## src/hw/rtl/hqp_pkg.sv

```systemverilog
package hqp_pkg;

    localparam int unsigned OP_W   = 2;
    localparam int unsigned KEY_W  = 31;
    localparam int unsigned REC_W  = 31;
    localparam int unsigned SLOT_W = 4;

    typedef enum logic [1:0] {
        OP_INSERT = 2'd0,
        OP_SEARCH = 2'd1,
        OP_REMOVE = 2'd2
    } op_e;

    typedef enum logic [1:0] {
        ST_OK      = 2'd0,
        ST_MISSING = 2'd1,
        ST_FULL    = 2'd2
    } status_e;

    typedef struct packed {
        logic [OP_W-1:0]  operation;
        logic [KEY_W-1:0] key;
        logic [REC_W-1:0] record_id;
    } request_t;

    typedef struct packed {
        status_e           status;
        logic [SLOT_W-1:0] slot;
    } response_t;

    // one table slot as held in the memory
    typedef struct packed {
        logic             valid;
        logic [REC_W-1:0] record;
    } entry_t;

    typedef enum logic [1:0] {
        S_CLEAR,
        S_IDLE,
        S_REDUCE,
        S_PROBE
    } state_e;

    typedef struct packed {
        logic    clear_wr;
        logic    load;
        logic    reduce;
        logic    seed;
        logic    issue;
        logic    commit;
        logic    respond;
        status_e resp_status;
    } ctrl_cmd_t;

    typedef struct packed {
        logic            clear_last;
        logic            reduce_done;
        logic            issue_left;
        logic            inflight;
        logic            hit;
        logic [OP_W-1:0] op;
    } ctrl_stat_t;

endpackage

```

## src/hw/rtl/hqp_ctrl.sv

```systemverilog
module hqp_ctrl (
    input  logic                  clk,
    input  logic                  rst_n,
    input  logic                  start,
    input  logic [1:0]            operation,
    input  hqp_pkg::ctrl_stat_t   stat,
    output logic                  busy,
    output hqp_pkg::ctrl_cmd_t    cmd
);

    hqp_pkg::state_e state_reg;
    hqp_pkg::state_e state_next;

    always_ff @(posedge clk or negedge rst_n)
    begin
        if (!rst_n)
        begin
            state_reg <= hqp_pkg::S_CLEAR;
        end
        else
        begin
            state_reg <= state_next;
        end
    end

    always_comb
    begin
        state_next      = state_reg;
        cmd             = '0;
        cmd.resp_status = hqp_pkg::ST_MISSING;
        unique case (state_reg)
            hqp_pkg::S_CLEAR:
            begin
                cmd.clear_wr = 1'b1;
                if (stat.clear_last)
                begin
                    state_next = hqp_pkg::S_IDLE;
                end
            end
            hqp_pkg::S_IDLE:
            begin
                if (start)
                begin
                    cmd.load = 1'b1;
                    if (operation == hqp_pkg::OP_INSERT ||
                        operation == hqp_pkg::OP_SEARCH ||
                        operation == hqp_pkg::OP_REMOVE)
                    begin
                        state_next = hqp_pkg::S_REDUCE;
                    end
                    else
                    begin
                        // unused code: answer at once
                        cmd.respond     = 1'b1;
                        cmd.resp_status = hqp_pkg::ST_MISSING;
                    end
                end
            end
            hqp_pkg::S_REDUCE:
            begin
                if (stat.reduce_done)
                begin
                    cmd.seed   = 1'b1;
                    state_next = hqp_pkg::S_PROBE;
                end
                else
                begin
                    cmd.reduce = 1'b1;
                end
            end
            hqp_pkg::S_PROBE:
            begin
                cmd.issue = stat.issue_left;
                priority if (stat.inflight && stat.hit)
                begin
                    cmd.commit      = (stat.op != hqp_pkg::OP_SEARCH);
                    cmd.respond     = 1'b1;
                    cmd.resp_status = hqp_pkg::ST_OK;
                    state_next      = hqp_pkg::S_IDLE;
                end
                else if (!stat.inflight && !stat.issue_left)
                begin
                    cmd.respond     = 1'b1;
                    cmd.resp_status = (stat.op == hqp_pkg::OP_INSERT) ?
                                      hqp_pkg::ST_FULL : hqp_pkg::ST_MISSING;
                    state_next      = hqp_pkg::S_IDLE;
                end
            end
            default:
            begin
                state_next = hqp_pkg::S_CLEAR;
            end
        endcase
    end

    assign busy = (state_reg != hqp_pkg::S_IDLE);

endmodule

```

## src/hw/rtl/hqp_datapath.sv

```systemverilog
module hqp_datapath #(
    parameter int unsigned TABLE_SIZE = 16
) (
    input  logic                  clk,
    input  logic                  rst_n,
    input  hqp_pkg::request_t     request,
    input  hqp_pkg::ctrl_cmd_t    cmd,
    output hqp_pkg::ctrl_stat_t   stat,
    output logic                  done,
    output hqp_pkg::response_t    response
);

    localparam int unsigned KEY_W  = hqp_pkg::KEY_W;
    localparam int unsigned SLOT_W = hqp_pkg::SLOT_W;
    localparam int unsigned IDX_W  = $clog2(TABLE_SIZE);
    localparam int unsigned SUM_W  = IDX_W + 1;
    localparam int unsigned CNT_W  = $clog2(TABLE_SIZE + 1);
    localparam int unsigned RED_W  = 2;
    localparam int unsigned PROD_W = 2 * KEY_W + 1;
    localparam int unsigned RCP_SH = KEY_W + IDX_W;
    localparam bit          IS_POW2 = ((TABLE_SIZE & (TABLE_SIZE - 1)) == 0);

    localparam logic [SUM_W-1:0] N_SUM    = SUM_W'(TABLE_SIZE);
    localparam logic [IDX_W-1:0] N_IDX    = IDX_W'(TABLE_SIZE);
    localparam logic [IDX_W-1:0] STEP0    = IDX_W'(7 % TABLE_SIZE);
    localparam logic [SUM_W-1:0] STEP_INC = SUM_W'(10 % TABLE_SIZE);
    localparam logic [CNT_W-1:0] CNT_FULL = CNT_W'(TABLE_SIZE);
    localparam logic [CNT_W-1:0] CNT_LAST = CNT_W'(TABLE_SIZE - 1);
    localparam logic [RED_W-1:0] RED_STEPS = 2'd2;

    // ceil(2^RCP_SH / N): exact quotient for every 31-bit key
    localparam longint unsigned RCP_L =
        ((64'd1 << RCP_SH) + 64'(TABLE_SIZE) - 64'd1) / 64'(TABLE_SIZE);
    localparam logic [KEY_W:0] RCP_M = (KEY_W + 1)'(RCP_L);

    hqp_pkg::entry_t mem [TABLE_SIZE];

    logic [1:0]          op_reg;
    logic [KEY_W-1:0]    key_reg;
    logic [KEY_W-1:0]    rec_reg;
    logic [IDX_W-1:0]    quot_reg;
    logic [IDX_W-1:0]    rem_reg;
    logic [RED_W-1:0]    red_cnt_reg;
    logic [IDX_W-1:0]    pos_reg;
    logic [IDX_W-1:0]    step_reg;
    logic [CNT_W-1:0]    cnt_reg;
    logic [IDX_W-1:0]    addr_reg;
    logic                inflight_reg;
    hqp_pkg::entry_t     rd_reg;
    hqp_pkg::response_t  resp_reg;
    logic                done_reg;

    logic [PROD_W-1:0]   rcp_prod;
    logic [2*IDX_W-1:0]  quot_mul;
    logic [IDX_W-1:0]    rem_calc;
    logic [SUM_W-1:0]    pos_sum;
    logic [SUM_W-1:0]    pos_mod;
    logic [SUM_W-1:0]    step_sum;
    logic [SUM_W-1:0]    step_mod;
    logic                wr_en;
    logic [IDX_W-1:0]    wr_addr;
    hqp_pkg::entry_t     wr_data;
    logic                is_insert;

    // key mod N: quotient low bits by reciprocal multiply, then key - q*N
    assign rcp_prod = PROD_W'(key_reg) * PROD_W'(RCP_M);
    assign quot_mul = {{IDX_W{1'b0}}, quot_reg} * {{IDX_W{1'b0}}, N_IDX};
    assign rem_calc = key_reg[IDX_W-1:0] - quot_mul[IDX_W-1:0];

    // next probe: pos += step, step += 10, both mod N
    assign pos_sum  = {1'b0, pos_reg} + {1'b0, step_reg};
    assign pos_mod  = (pos_sum >= N_SUM) ? (pos_sum - N_SUM) : pos_sum;
    assign step_sum = {1'b0, step_reg} + STEP_INC;
    assign step_mod = (step_sum >= N_SUM) ? (step_sum - N_SUM) : step_sum;

    assign is_insert = (op_reg == hqp_pkg::OP_INSERT);

    assign wr_en   = cmd.clear_wr | cmd.commit;
    assign wr_addr = cmd.clear_wr ? cnt_reg[IDX_W-1:0] : addr_reg;
    always_comb
    begin
        wr_data = '0;
        if (cmd.commit && is_insert)
        begin
            wr_data.valid  = 1'b1;
            wr_data.record = rec_reg;
        end
    end

    always_ff @(posedge clk)
    begin
        if (wr_en)
        begin
            mem[wr_addr] <= wr_data;
        end
        if (cmd.issue)
        begin
            rd_reg <= mem[pos_reg];
        end
    end

    // control state
    always_ff @(posedge clk or negedge rst_n)
    begin
        if (!rst_n)
        begin
            cnt_reg      <= '0;
            red_cnt_reg  <= '0;
            inflight_reg <= 1'b0;
            done_reg     <= 1'b0;
        end
        else
        begin
            inflight_reg <= cmd.issue;
            done_reg     <= cmd.respond;
            if (cmd.seed)
            begin
                cnt_reg <= '0;
            end
            else if (cmd.clear_wr || cmd.issue)
            begin
                cnt_reg <= cnt_reg + 1'b1;
            end
            if (cmd.load)
            begin
                red_cnt_reg <= IS_POW2 ? '0 : RED_STEPS;
            end
            else if (cmd.reduce)
            begin
                red_cnt_reg <= red_cnt_reg - 1'b1;
            end
        end
    end

    // payload
    always_ff @(posedge clk)
    begin
        if (cmd.load)
        begin
            op_reg    <= request.operation;
            key_reg   <= request.key;
            rec_reg   <= request.record_id;
            rem_reg   <= IS_POW2 ? request.key[IDX_W-1:0] : '0;
        end
        else if (cmd.reduce)
        begin
            // first step latches the quotient, second the remainder
            quot_reg  <= rcp_prod[RCP_SH +: IDX_W];
            rem_reg   <= rem_calc;
        end
        if (cmd.seed)
        begin
            pos_reg  <= rem_reg;
            step_reg <= STEP0;
        end
        else if (cmd.issue)
        begin
            addr_reg <= pos_reg;
            pos_reg  <= pos_mod[IDX_W-1:0];
            step_reg <= step_mod[IDX_W-1:0];
        end
        if (cmd.respond)
        begin
            resp_reg.status <= cmd.resp_status;
            resp_reg.slot   <= (cmd.resp_status == hqp_pkg::ST_OK) ?
                               SLOT_W'(addr_reg) : '0;
        end
    end

    always_comb
    begin
        stat             = '0;
        stat.clear_last  = (cnt_reg == CNT_LAST);
        stat.reduce_done = (red_cnt_reg == '0);
        stat.issue_left  = (cnt_reg != CNT_FULL);
        stat.inflight    = inflight_reg;
        stat.op          = op_reg;
        stat.hit         = is_insert ? !rd_reg.valid :
                           (rd_reg.valid && (rd_reg.record == key_reg));
    end

    assign done     = done_reg;
    assign response = resp_reg;

endmodule

```

## src/hw/rtl/hash_table_quadratic_probe_core.sv

```systemverilog
// Sequence: start loads the request, then key mod N is formed (pow2 TABLE_SIZE: low key
// bits at load; other: reciprocal multiply, then key - q*N), then the probe loop runs.
// Throughput: one transaction at a time, next start accepted in the cycle done is high;
// probe loop reads one table slot per cycle from the single read port.
// Unused operation code answers in the cycle after start. Receiver cannot stall: done is a
// one-cycle strobe. Reset: clearing pass over every slot with busy high, table left empty.
module hash_table_quadratic_probe_core #(
    parameter int unsigned TABLE_SIZE = 16
) (
    input  logic                clk,
    input  logic                rst_n,
    input  logic                start,
    input  hqp_pkg::request_t   request,
    output logic                busy,
    output logic                done,
    output hqp_pkg::response_t  response
);

    // Structure:
    //   hqp_ctrl     - state machine: clearing pass, idle, key reduction, probe loop.
    //   hqp_datapath - slot memory ({valid, record}), probe address generator and
    //                  response register.
    //
    // Probe address: p(i) = (key + 2i + 5i^2) mod N, stepped incrementally:
    //   p(i+1) = p(i) + d(i), d(0) = 7, d(i+1) = d(i) + 10, all kept mod N,
    //   so each step is one add and a conditional subtract.
    //
    // Probe loop is pipelined by one: the read for probe i+1 is issued while the
    // registered data of probe i is checked. A hit drops the read in flight.
    // Insert wants the first empty slot; search/remove want a valid slot whose
    // record id equals the key and walk all N probes before missing.
    // The stored key is never read back, so only valid and record id are kept.

    hqp_pkg::ctrl_cmd_t  cmd;
    hqp_pkg::ctrl_stat_t stat;

    hqp_ctrl u_ctrl (
        .clk       (clk),
        .rst_n     (rst_n),
        .start     (start),
        .operation (request.operation),
        .stat      (stat),
        .busy      (busy),
        .cmd       (cmd)
    );

    hqp_datapath #(
        .TABLE_SIZE (TABLE_SIZE)
    ) u_datapath (
        .clk      (clk),
        .rst_n    (rst_n),
        .request  (request),
        .cmd      (cmd),
        .stat     (stat),
        .done     (done),
        .response (response)
    );

    // A valid operation accepted in idle moves the block into work.
    a_start_busy: assert property (@(posedge clk) disable iff (!rst_n)
        (start && !busy && (request.operation == hqp_pkg::OP_INSERT ||
                            request.operation == hqp_pkg::OP_SEARCH ||
                            request.operation == hqp_pkg::OP_REMOVE)) |=> busy)
        else $error("valid transaction accepted but block not busy");

    // Outside the clearing pass, memory is only modified on a checked hit.
    a_commit_hit: assert property (@(posedge clk) disable iff (!rst_n)
        cmd.commit |-> (stat.inflight && stat.hit))
        else $error("table write without a checked hit");

    // Failed transactions report slot zero.
    a_fail_slot: assert property (@(posedge clk) disable iff (!rst_n)
        (done && response.status != hqp_pkg::ST_OK) |-> (response.slot == '0))
        else $error("nonzero slot on failed transaction");

endmodule
```

## config.mk

```make
export PLATFORM = sky130hd
export DESIGN_NAME = hash_table_quadratic_probe_core
export DESIGN_NICKNAME = d
export VERILOG_FILES = /design/src/hw/rtl/hqp_pkg.sv /design/src/hw/rtl/hqp_ctrl.sv /design/src/hw/rtl/hqp_datapath.sv /design/src/hw/rtl/hash_table_quadratic_probe_core.sv
export SDC_FILE = /design/constraint.sdc
export NUM_CORES = 1
export LEC_CHECK = 0
export BUFFER_PORTS_ARGS = -buffer_cell sky130_fd_sc_hd__buf_4
export CAP_MARGIN = 20
export CORE_ASPECT_RATIO = 0.5
export CORE_MARGIN = 2
export CORE_UTILIZATION = 40
export DETAILED_ROUTE_END_ITERATION = 8
export SYNTH_ARGS = -nofsm -noshare
export SYNTH_HDL_FRONTEND = slang
export SYNTH_SLANG_ARGS = --single-unit
```

## constraint.sdc

```tcl
create_clock -name clk -period 6.6 [get_ports clk]
set_clock_uncertainty 0.1 [all_clocks]
set_input_delay 0.33 -clock clk [delete_from_list [all_inputs] [get_ports clk]]
set_output_delay 0.33 -clock clk [all_outputs]
set_load 0.1 [all_outputs]
```

* Yosys cells after proc, flatten, opt, wreduce, memory -nomap -nowiden
Memories as Yosys holds them, arrays and structs flattened. A register that Yosys moved wholly into a read port is not among the register bits.
Index checks and enable logic that the tools add are counted.
** Storage, ports and cells
- Bits in registers :: 97
- Bits in latches :: 0
- Bits in writable memories :: 512
- Memory bits (read-only) :: 0
- Input port bits :: 67
- Output and inout bits :: 8
- Memories :: 1
** Memories
- u_datapath.mem :: words 16, width 32, read ports 1, clocked after memory_dff 1, wr ports 1, RTL line hqp_datapath.sv:36 : hqp_pkg::entry_t mem [TABLE_SIZE];
** Operators by class
- Add/sub/neg operators :: 6
- Multipliers :: 0
- Divide/modulo/power cells :: 0
- Order comparisons :: 2
- Equal/unequal tests :: 15
- Shift operators :: 0
- Muxes and demuxes :: 36
- Bitwise gates (word level) :: 2
- Reduce and logical (&&, ||, !) cells :: 20
** Operators by type and width (count)
- two-way mux 32 bit :: 1
- equality test 31 bit :: 1
- two-way mux 4 bit :: 7
- two-way mux 2 bit :: 11
- two-way mux 3 bit :: 4
- >= comparator 5 bit, second input constant :: 2
- logical NOT 2 bit :: 5
- two-way mux 5 bit :: 2
- two-way mux 1 bit :: 9
- one-hot mux 2 bit (4 select lines) :: 1
- subtractor 4 x 1 -> 4 bit, second input constant :: 2
- equality test 2 bit, second input constant :: 3
- != test 2 x 1 -> 1 bit, second input constant :: 3
- != test 2 bit, second input constant :: 3
- one-hot mux 3 bit (2 select lines) :: 1
- nonzero test 2 bit :: 3
- adder 4 x 4 -> 5 bit :: 1
- adder 4 x 4 -> 5 bit, second input constant :: 1
- adder 5 x 1 -> 5 bit, second input constant :: 1
- equality test 5 x 4 -> 1 bit, second input constant :: 1
- != test 5 bit, second input constant :: 1
- AND reduction 5 bit :: 1
- equality test 2 x 1 -> 1 bit, second input constant :: 2
- logical AND 1 bit :: 4
- other kinds (7) :: 11

* Depth between registers and ports, before layout
- Word-level depth :: 9
- Gate-level depth with buffers :: 9
- Gate-level depth less buffers :: 8

* Hierarchy
A second synthesis with hierarchy kept.
** Second synthesis, totals
- Cells, all modules :: 1052
- Area, all modules :: 24429.7 µm²
** By module, submodules not included
- hqp_datapath :: times used 1, cells each 1022, area an instance 24146.9 µm²
- hqp_ctrl :: times used 1, cells each 30, area an instance 282.8 µm²

* Worst setup path after synthesis
OpenSTA, ideal clock, no wires.
- Kind :: reg-to-reg
- Start point :: reg u_datapath.key_reg[3]
- End point :: mem u_datapath.mem[0][0] (netlist bit) (enable)
- Library setup time :: 0.421 ns
- Arrival :: 3.112 ns
- Required time :: 6.079 ns
- Path slack :: 2.967 ns
- Cell stages (with the launch flop) :: 7
- Buffers on the path :: 0
- Clock period less this slack :: 3.633 ns
- Path through :: edfxtp_1 -> xnor2_1 -> nand4_1 -> or4_4 -> nor4_2 -> a31oi_1 -> nor2_1
** Between the ends
- Word-level cells in the longest chain between the ends :: 9
** Ends and longest elaborated chain
- from (decl) :: RTL line hqp_datapath.sv:39 : logic [KEY_W-1:0] key_reg;
- from (signal assigned) :: RTL line hqp_datapath.sv:141 : key_reg <= request.key;
- equality test 31 bit :: RTL line hqp_datapath.sv:179 : (rd_reg.valid && (rd_reg.record == key_reg));
- logical AND 1 bit :: RTL line hqp_datapath.sv:179
- two-way mux 1 bit :: RTL line hqp_datapath.sv:178 : stat.hit = is_insert ? !rd_reg.valid :
- logical AND 1 bit :: RTL line hqp_ctrl.sv:74 : priority if (stat.inflight && stat.hit)
- two-way mux 1 bit :: RTL line hqp_ctrl.sv:74
- two-way mux 2 bit :: RTL line hqp_ctrl.sv:31 : unique case (state_reg)
- bitwise OR 1 bit :: RTL line hqp_datapath.sv:78 : assign wr_en = cmd.clear_wr | cmd.commit;
- two-way mux 1 bit :: RTL line hqp_datapath.sv:92 : if (wr_en)
- two-way mux 1 bit (implied by the code) :: RTL line hqp_datapath.sv:94 : mem[wr_addr] <= wr_data;
- to (decl) :: RTL line hqp_datapath.sv:36
Every way passes these cells.

* Worst setup path after layout
- Start point :: reg u_datapath.key_reg[6]
- End point :: mem u_datapath.mem[13][21] (netlist bit) (enable)
The elaborated chain is that of the path after synthesis.

==> flow_summary.yaml <==
floorplanning:
  num_rows: 64
  die_h_um: 179
  start_util_pct: 40.2
  core_area_um2: 60800
  io_pins: 75
  die_w_um: 354
  die-area_um2: 63300
setup_path:
  r2r_end: "u_datapath.mem[13][21]$_DFFE_PP_"
  start_kind: "register"
  crit_required_ps: 6810
  r2r_slack_ps: 2960
  path_class: "register to register"
  cp-end-kind: "register"
  reg2reg_depth: 8
  cp_data_arrival_time_ps: 3850
  path_max_fanout: 18
  timing.rr.start: "u_datapath.key_reg[6]$_DFFE_PP_"
sta:
  timing.fmax_mhz: 275
  setup_tns_ps: 0
  post-route-period-util_pct: 55.1
  slew_viol_final: 0
  finalSetupViolCount: 0
  worst_slew_pin_slew_ps: 1090
  period_needed_ps: 3640
  grt_setup_unrepaired: "no"
  hold_viol: 0
  relSlewSlack_pct: 27.5
cells_and_area:
  diodes: 0
  final_nets: 1349
  layout.cells.most_common: "edfxtp_1"
  area_growth_pct: 18.7
  final_cell_mix: "edfxtp_1, mux4_2, buf_4"
  largest_reg_flops: 512
  layout-drive-gt1-share_pct: 28.5
  layoutNonFillerInstCount: 2143
synth:
  synth_area_um2: 24500
  synth_cells: 1083
  synthFlopType: "edfxtp_1"
  synthDistinctLibCells: 48
  yosysTopAreaCellShare_pct: 76.9
  synth_seq_cells: 640
  synthTopCellsByArea: "edfxtp_1, mux4_2, dfrtp_1"
  synth_enable_flop_cells: 626
  synthesis.nets: 1163
  yosysTopAreaCell: "edfxtp_1"
  synth.avg_cell_area_um2: 22.6
  async_flop_share_pct: 1.72
  yosys_warnings: 0
  ys_seq_area_share_pct: 78.2
power:
  cellLeakagePower_nw: 8.96
  max-vdd-ir-drop_v: 0.000327
  p_per_area_nw_per_um2: 409
cts:
  cts_max_level: 2
  cts_tree: "yes"
  ctsResizeCount: 0
  numClockSinks: 640
  cts_max_path_buffers: 3
  numCtsBuffers: 57
  root_buffer: "clkbuf_16"
  clk_latency_ps: 630
  clk_pin_slew_ps: 60
place:
  dpl.hpwl_um: 36300
  port_buffers: 74
  gp_congestion: 0.880
  dp_cells: 1968
drt:
  wirelength_um: 57700
  first_pass_iters: 5
  detail-route-antenna-nets: 0
  dr.first_iter.drc_count: 1543
  drc: 0
  vias: 11700
  wire_per_inst_um: 26.9
  vias_per_cell: 5.44
worst_hold_path:
  whs_endpoint: "u_ctrl.state_reg[0]$_DFFE_PN0P_"
  worstHoldPathCells: 6
  holdCritStartpoint: "start"
  hold_class: "input pin to register"
status:
  status: "completed"
global_route:
  gr-total-overflow: 0
  grt_pass1_wl_um: 81900
  track_usage_pct: 18.2
  antenna_found_initial: 3
  grt_max_degree: 132
  first_global_vias: 11600
job:
  max-cap-violations: 0
==> metrics by stage <==
stage / power (W) / instance area [µm²] / hold slack [ps] / utilization (%) / worst slack, ps
6_report: 0.0119 / 29000 / 164 / 47.8 / 2960
5_1_grt: 0.0124 / 29000 / 188 / 47.8 / 2790
4_1_cts: 0.0120 / 29000 / 148 / 47.8 / 2950
3_5_place_dp: 0.00863 / 26500 / 85.0 / 43.6 / 2960
3_3_place_gp: 0.00851 / 26100 / 87.6 / 42.9 / 2680
2_1_floorplan: 0.00745 / 24500 / -65.6 / - / 2970
==> cells in the mapped netlist, types with 4 or more instances <==
cell type	instances
edfxtp_1	626
mux4_2	160
nor2_1	41
and2_1	34
clkbuf_1	30
xnor2_1	30
inv_1	25
nand2_1	14
ha_1	12
dfrtp_1	11
buf_2	9
a21oi_1	8
a31oi_1	7
buf_1	7
nand4_1	7
xor2_1	6
nand3_1	5
mux2_2	4
o41ai_1	4
==> how the worst max path moves through the flow <==
stage                                startpoint                               end
2_1_floorplan   u_datapath.key_reg[3]$_DFFE_PP_    u_datapath.mem[0][0]$_DFFE_PP_
3_3_place_gp    u_datapath.key_reg[6]$_DFFE_PP_    u_datapath.mem[4][9]$_DFFE_PP_
3_5_place_dp    u_datapath.key_reg[6]$_DFFE_PP_  u_datapath.mem[13][14]$_DFFE_PP_
4_1_cts         u_datapath.key_reg[6]$_DFFE_PP_  u_datapath.mem[13][23]$_DFFE_PP_
5_1_grt        u_datapath.key_reg[11]$_DFFE_PP_  u_datapath.mem[13][25]$_DFFE_PP_
6_report        u_datapath.key_reg[6]$_DFFE_PP_  u_datapath.mem[13][21]$_DFFE_PP_
==> routing by layer <==
layer	vias up	wire, µm	global-route usage [%]
li1	4873	-	-
met1	6213	25600	27.4
met2	504	24500	25.7
met3	69	6380	5.90
met4	0	1190	4.45
met5	-	0	0
==> area by class of cell <==
type	count	area [µm²]
inverters	25	95.1
repair buffers	173	1730
multi-input cells	372	5160
clock buffers	68	1470
clock inverters	40	415
fillers	4834	31700
well taps	825	1030
flip-flops and latches	640	19100
==> critical path: stages (launching register included) <==
cell and delay, ps:
edfxtp_1 390, xnor2_1 430, nand4_1 220, or4_4 480
nor4_2 380, a31oi_1 320, buf_4 270, nor2_4 500
buf_16 250
==> timing repair <==
item	CTS	global route
buffers inserted	0	0
hold endpoints to repair	79	0
setup endpoints to repair	0	0
hold buffers	67	0
==> cells by family (layout without fill, tap and decap cells) <==
family / after synthesis / count (layout) / share of synthesized area [%]
DFF: 640 / 640 / 78.2
muxes: 166 / 166 / 15.0
and+or+nand+nor: 122 / 122 / 2.62
buffers and inverters: 71 / 306 / 1.14
xor gates and xnor gates: 36 / 36 / 1.29
AOI/OAI and AO/OA: 35 / 35 / 1.01
adders and majority gates: 13 / 13 / 0.696
==> power breakdown <==
group / internal (W) / switching, W
Sequential: 0.00507 / 0.000186
Combinational: 0.00141 / 0.00188
Clock: 0.00187 / 0.00147
Note: power is estimated with default switching activity, not from simulation.
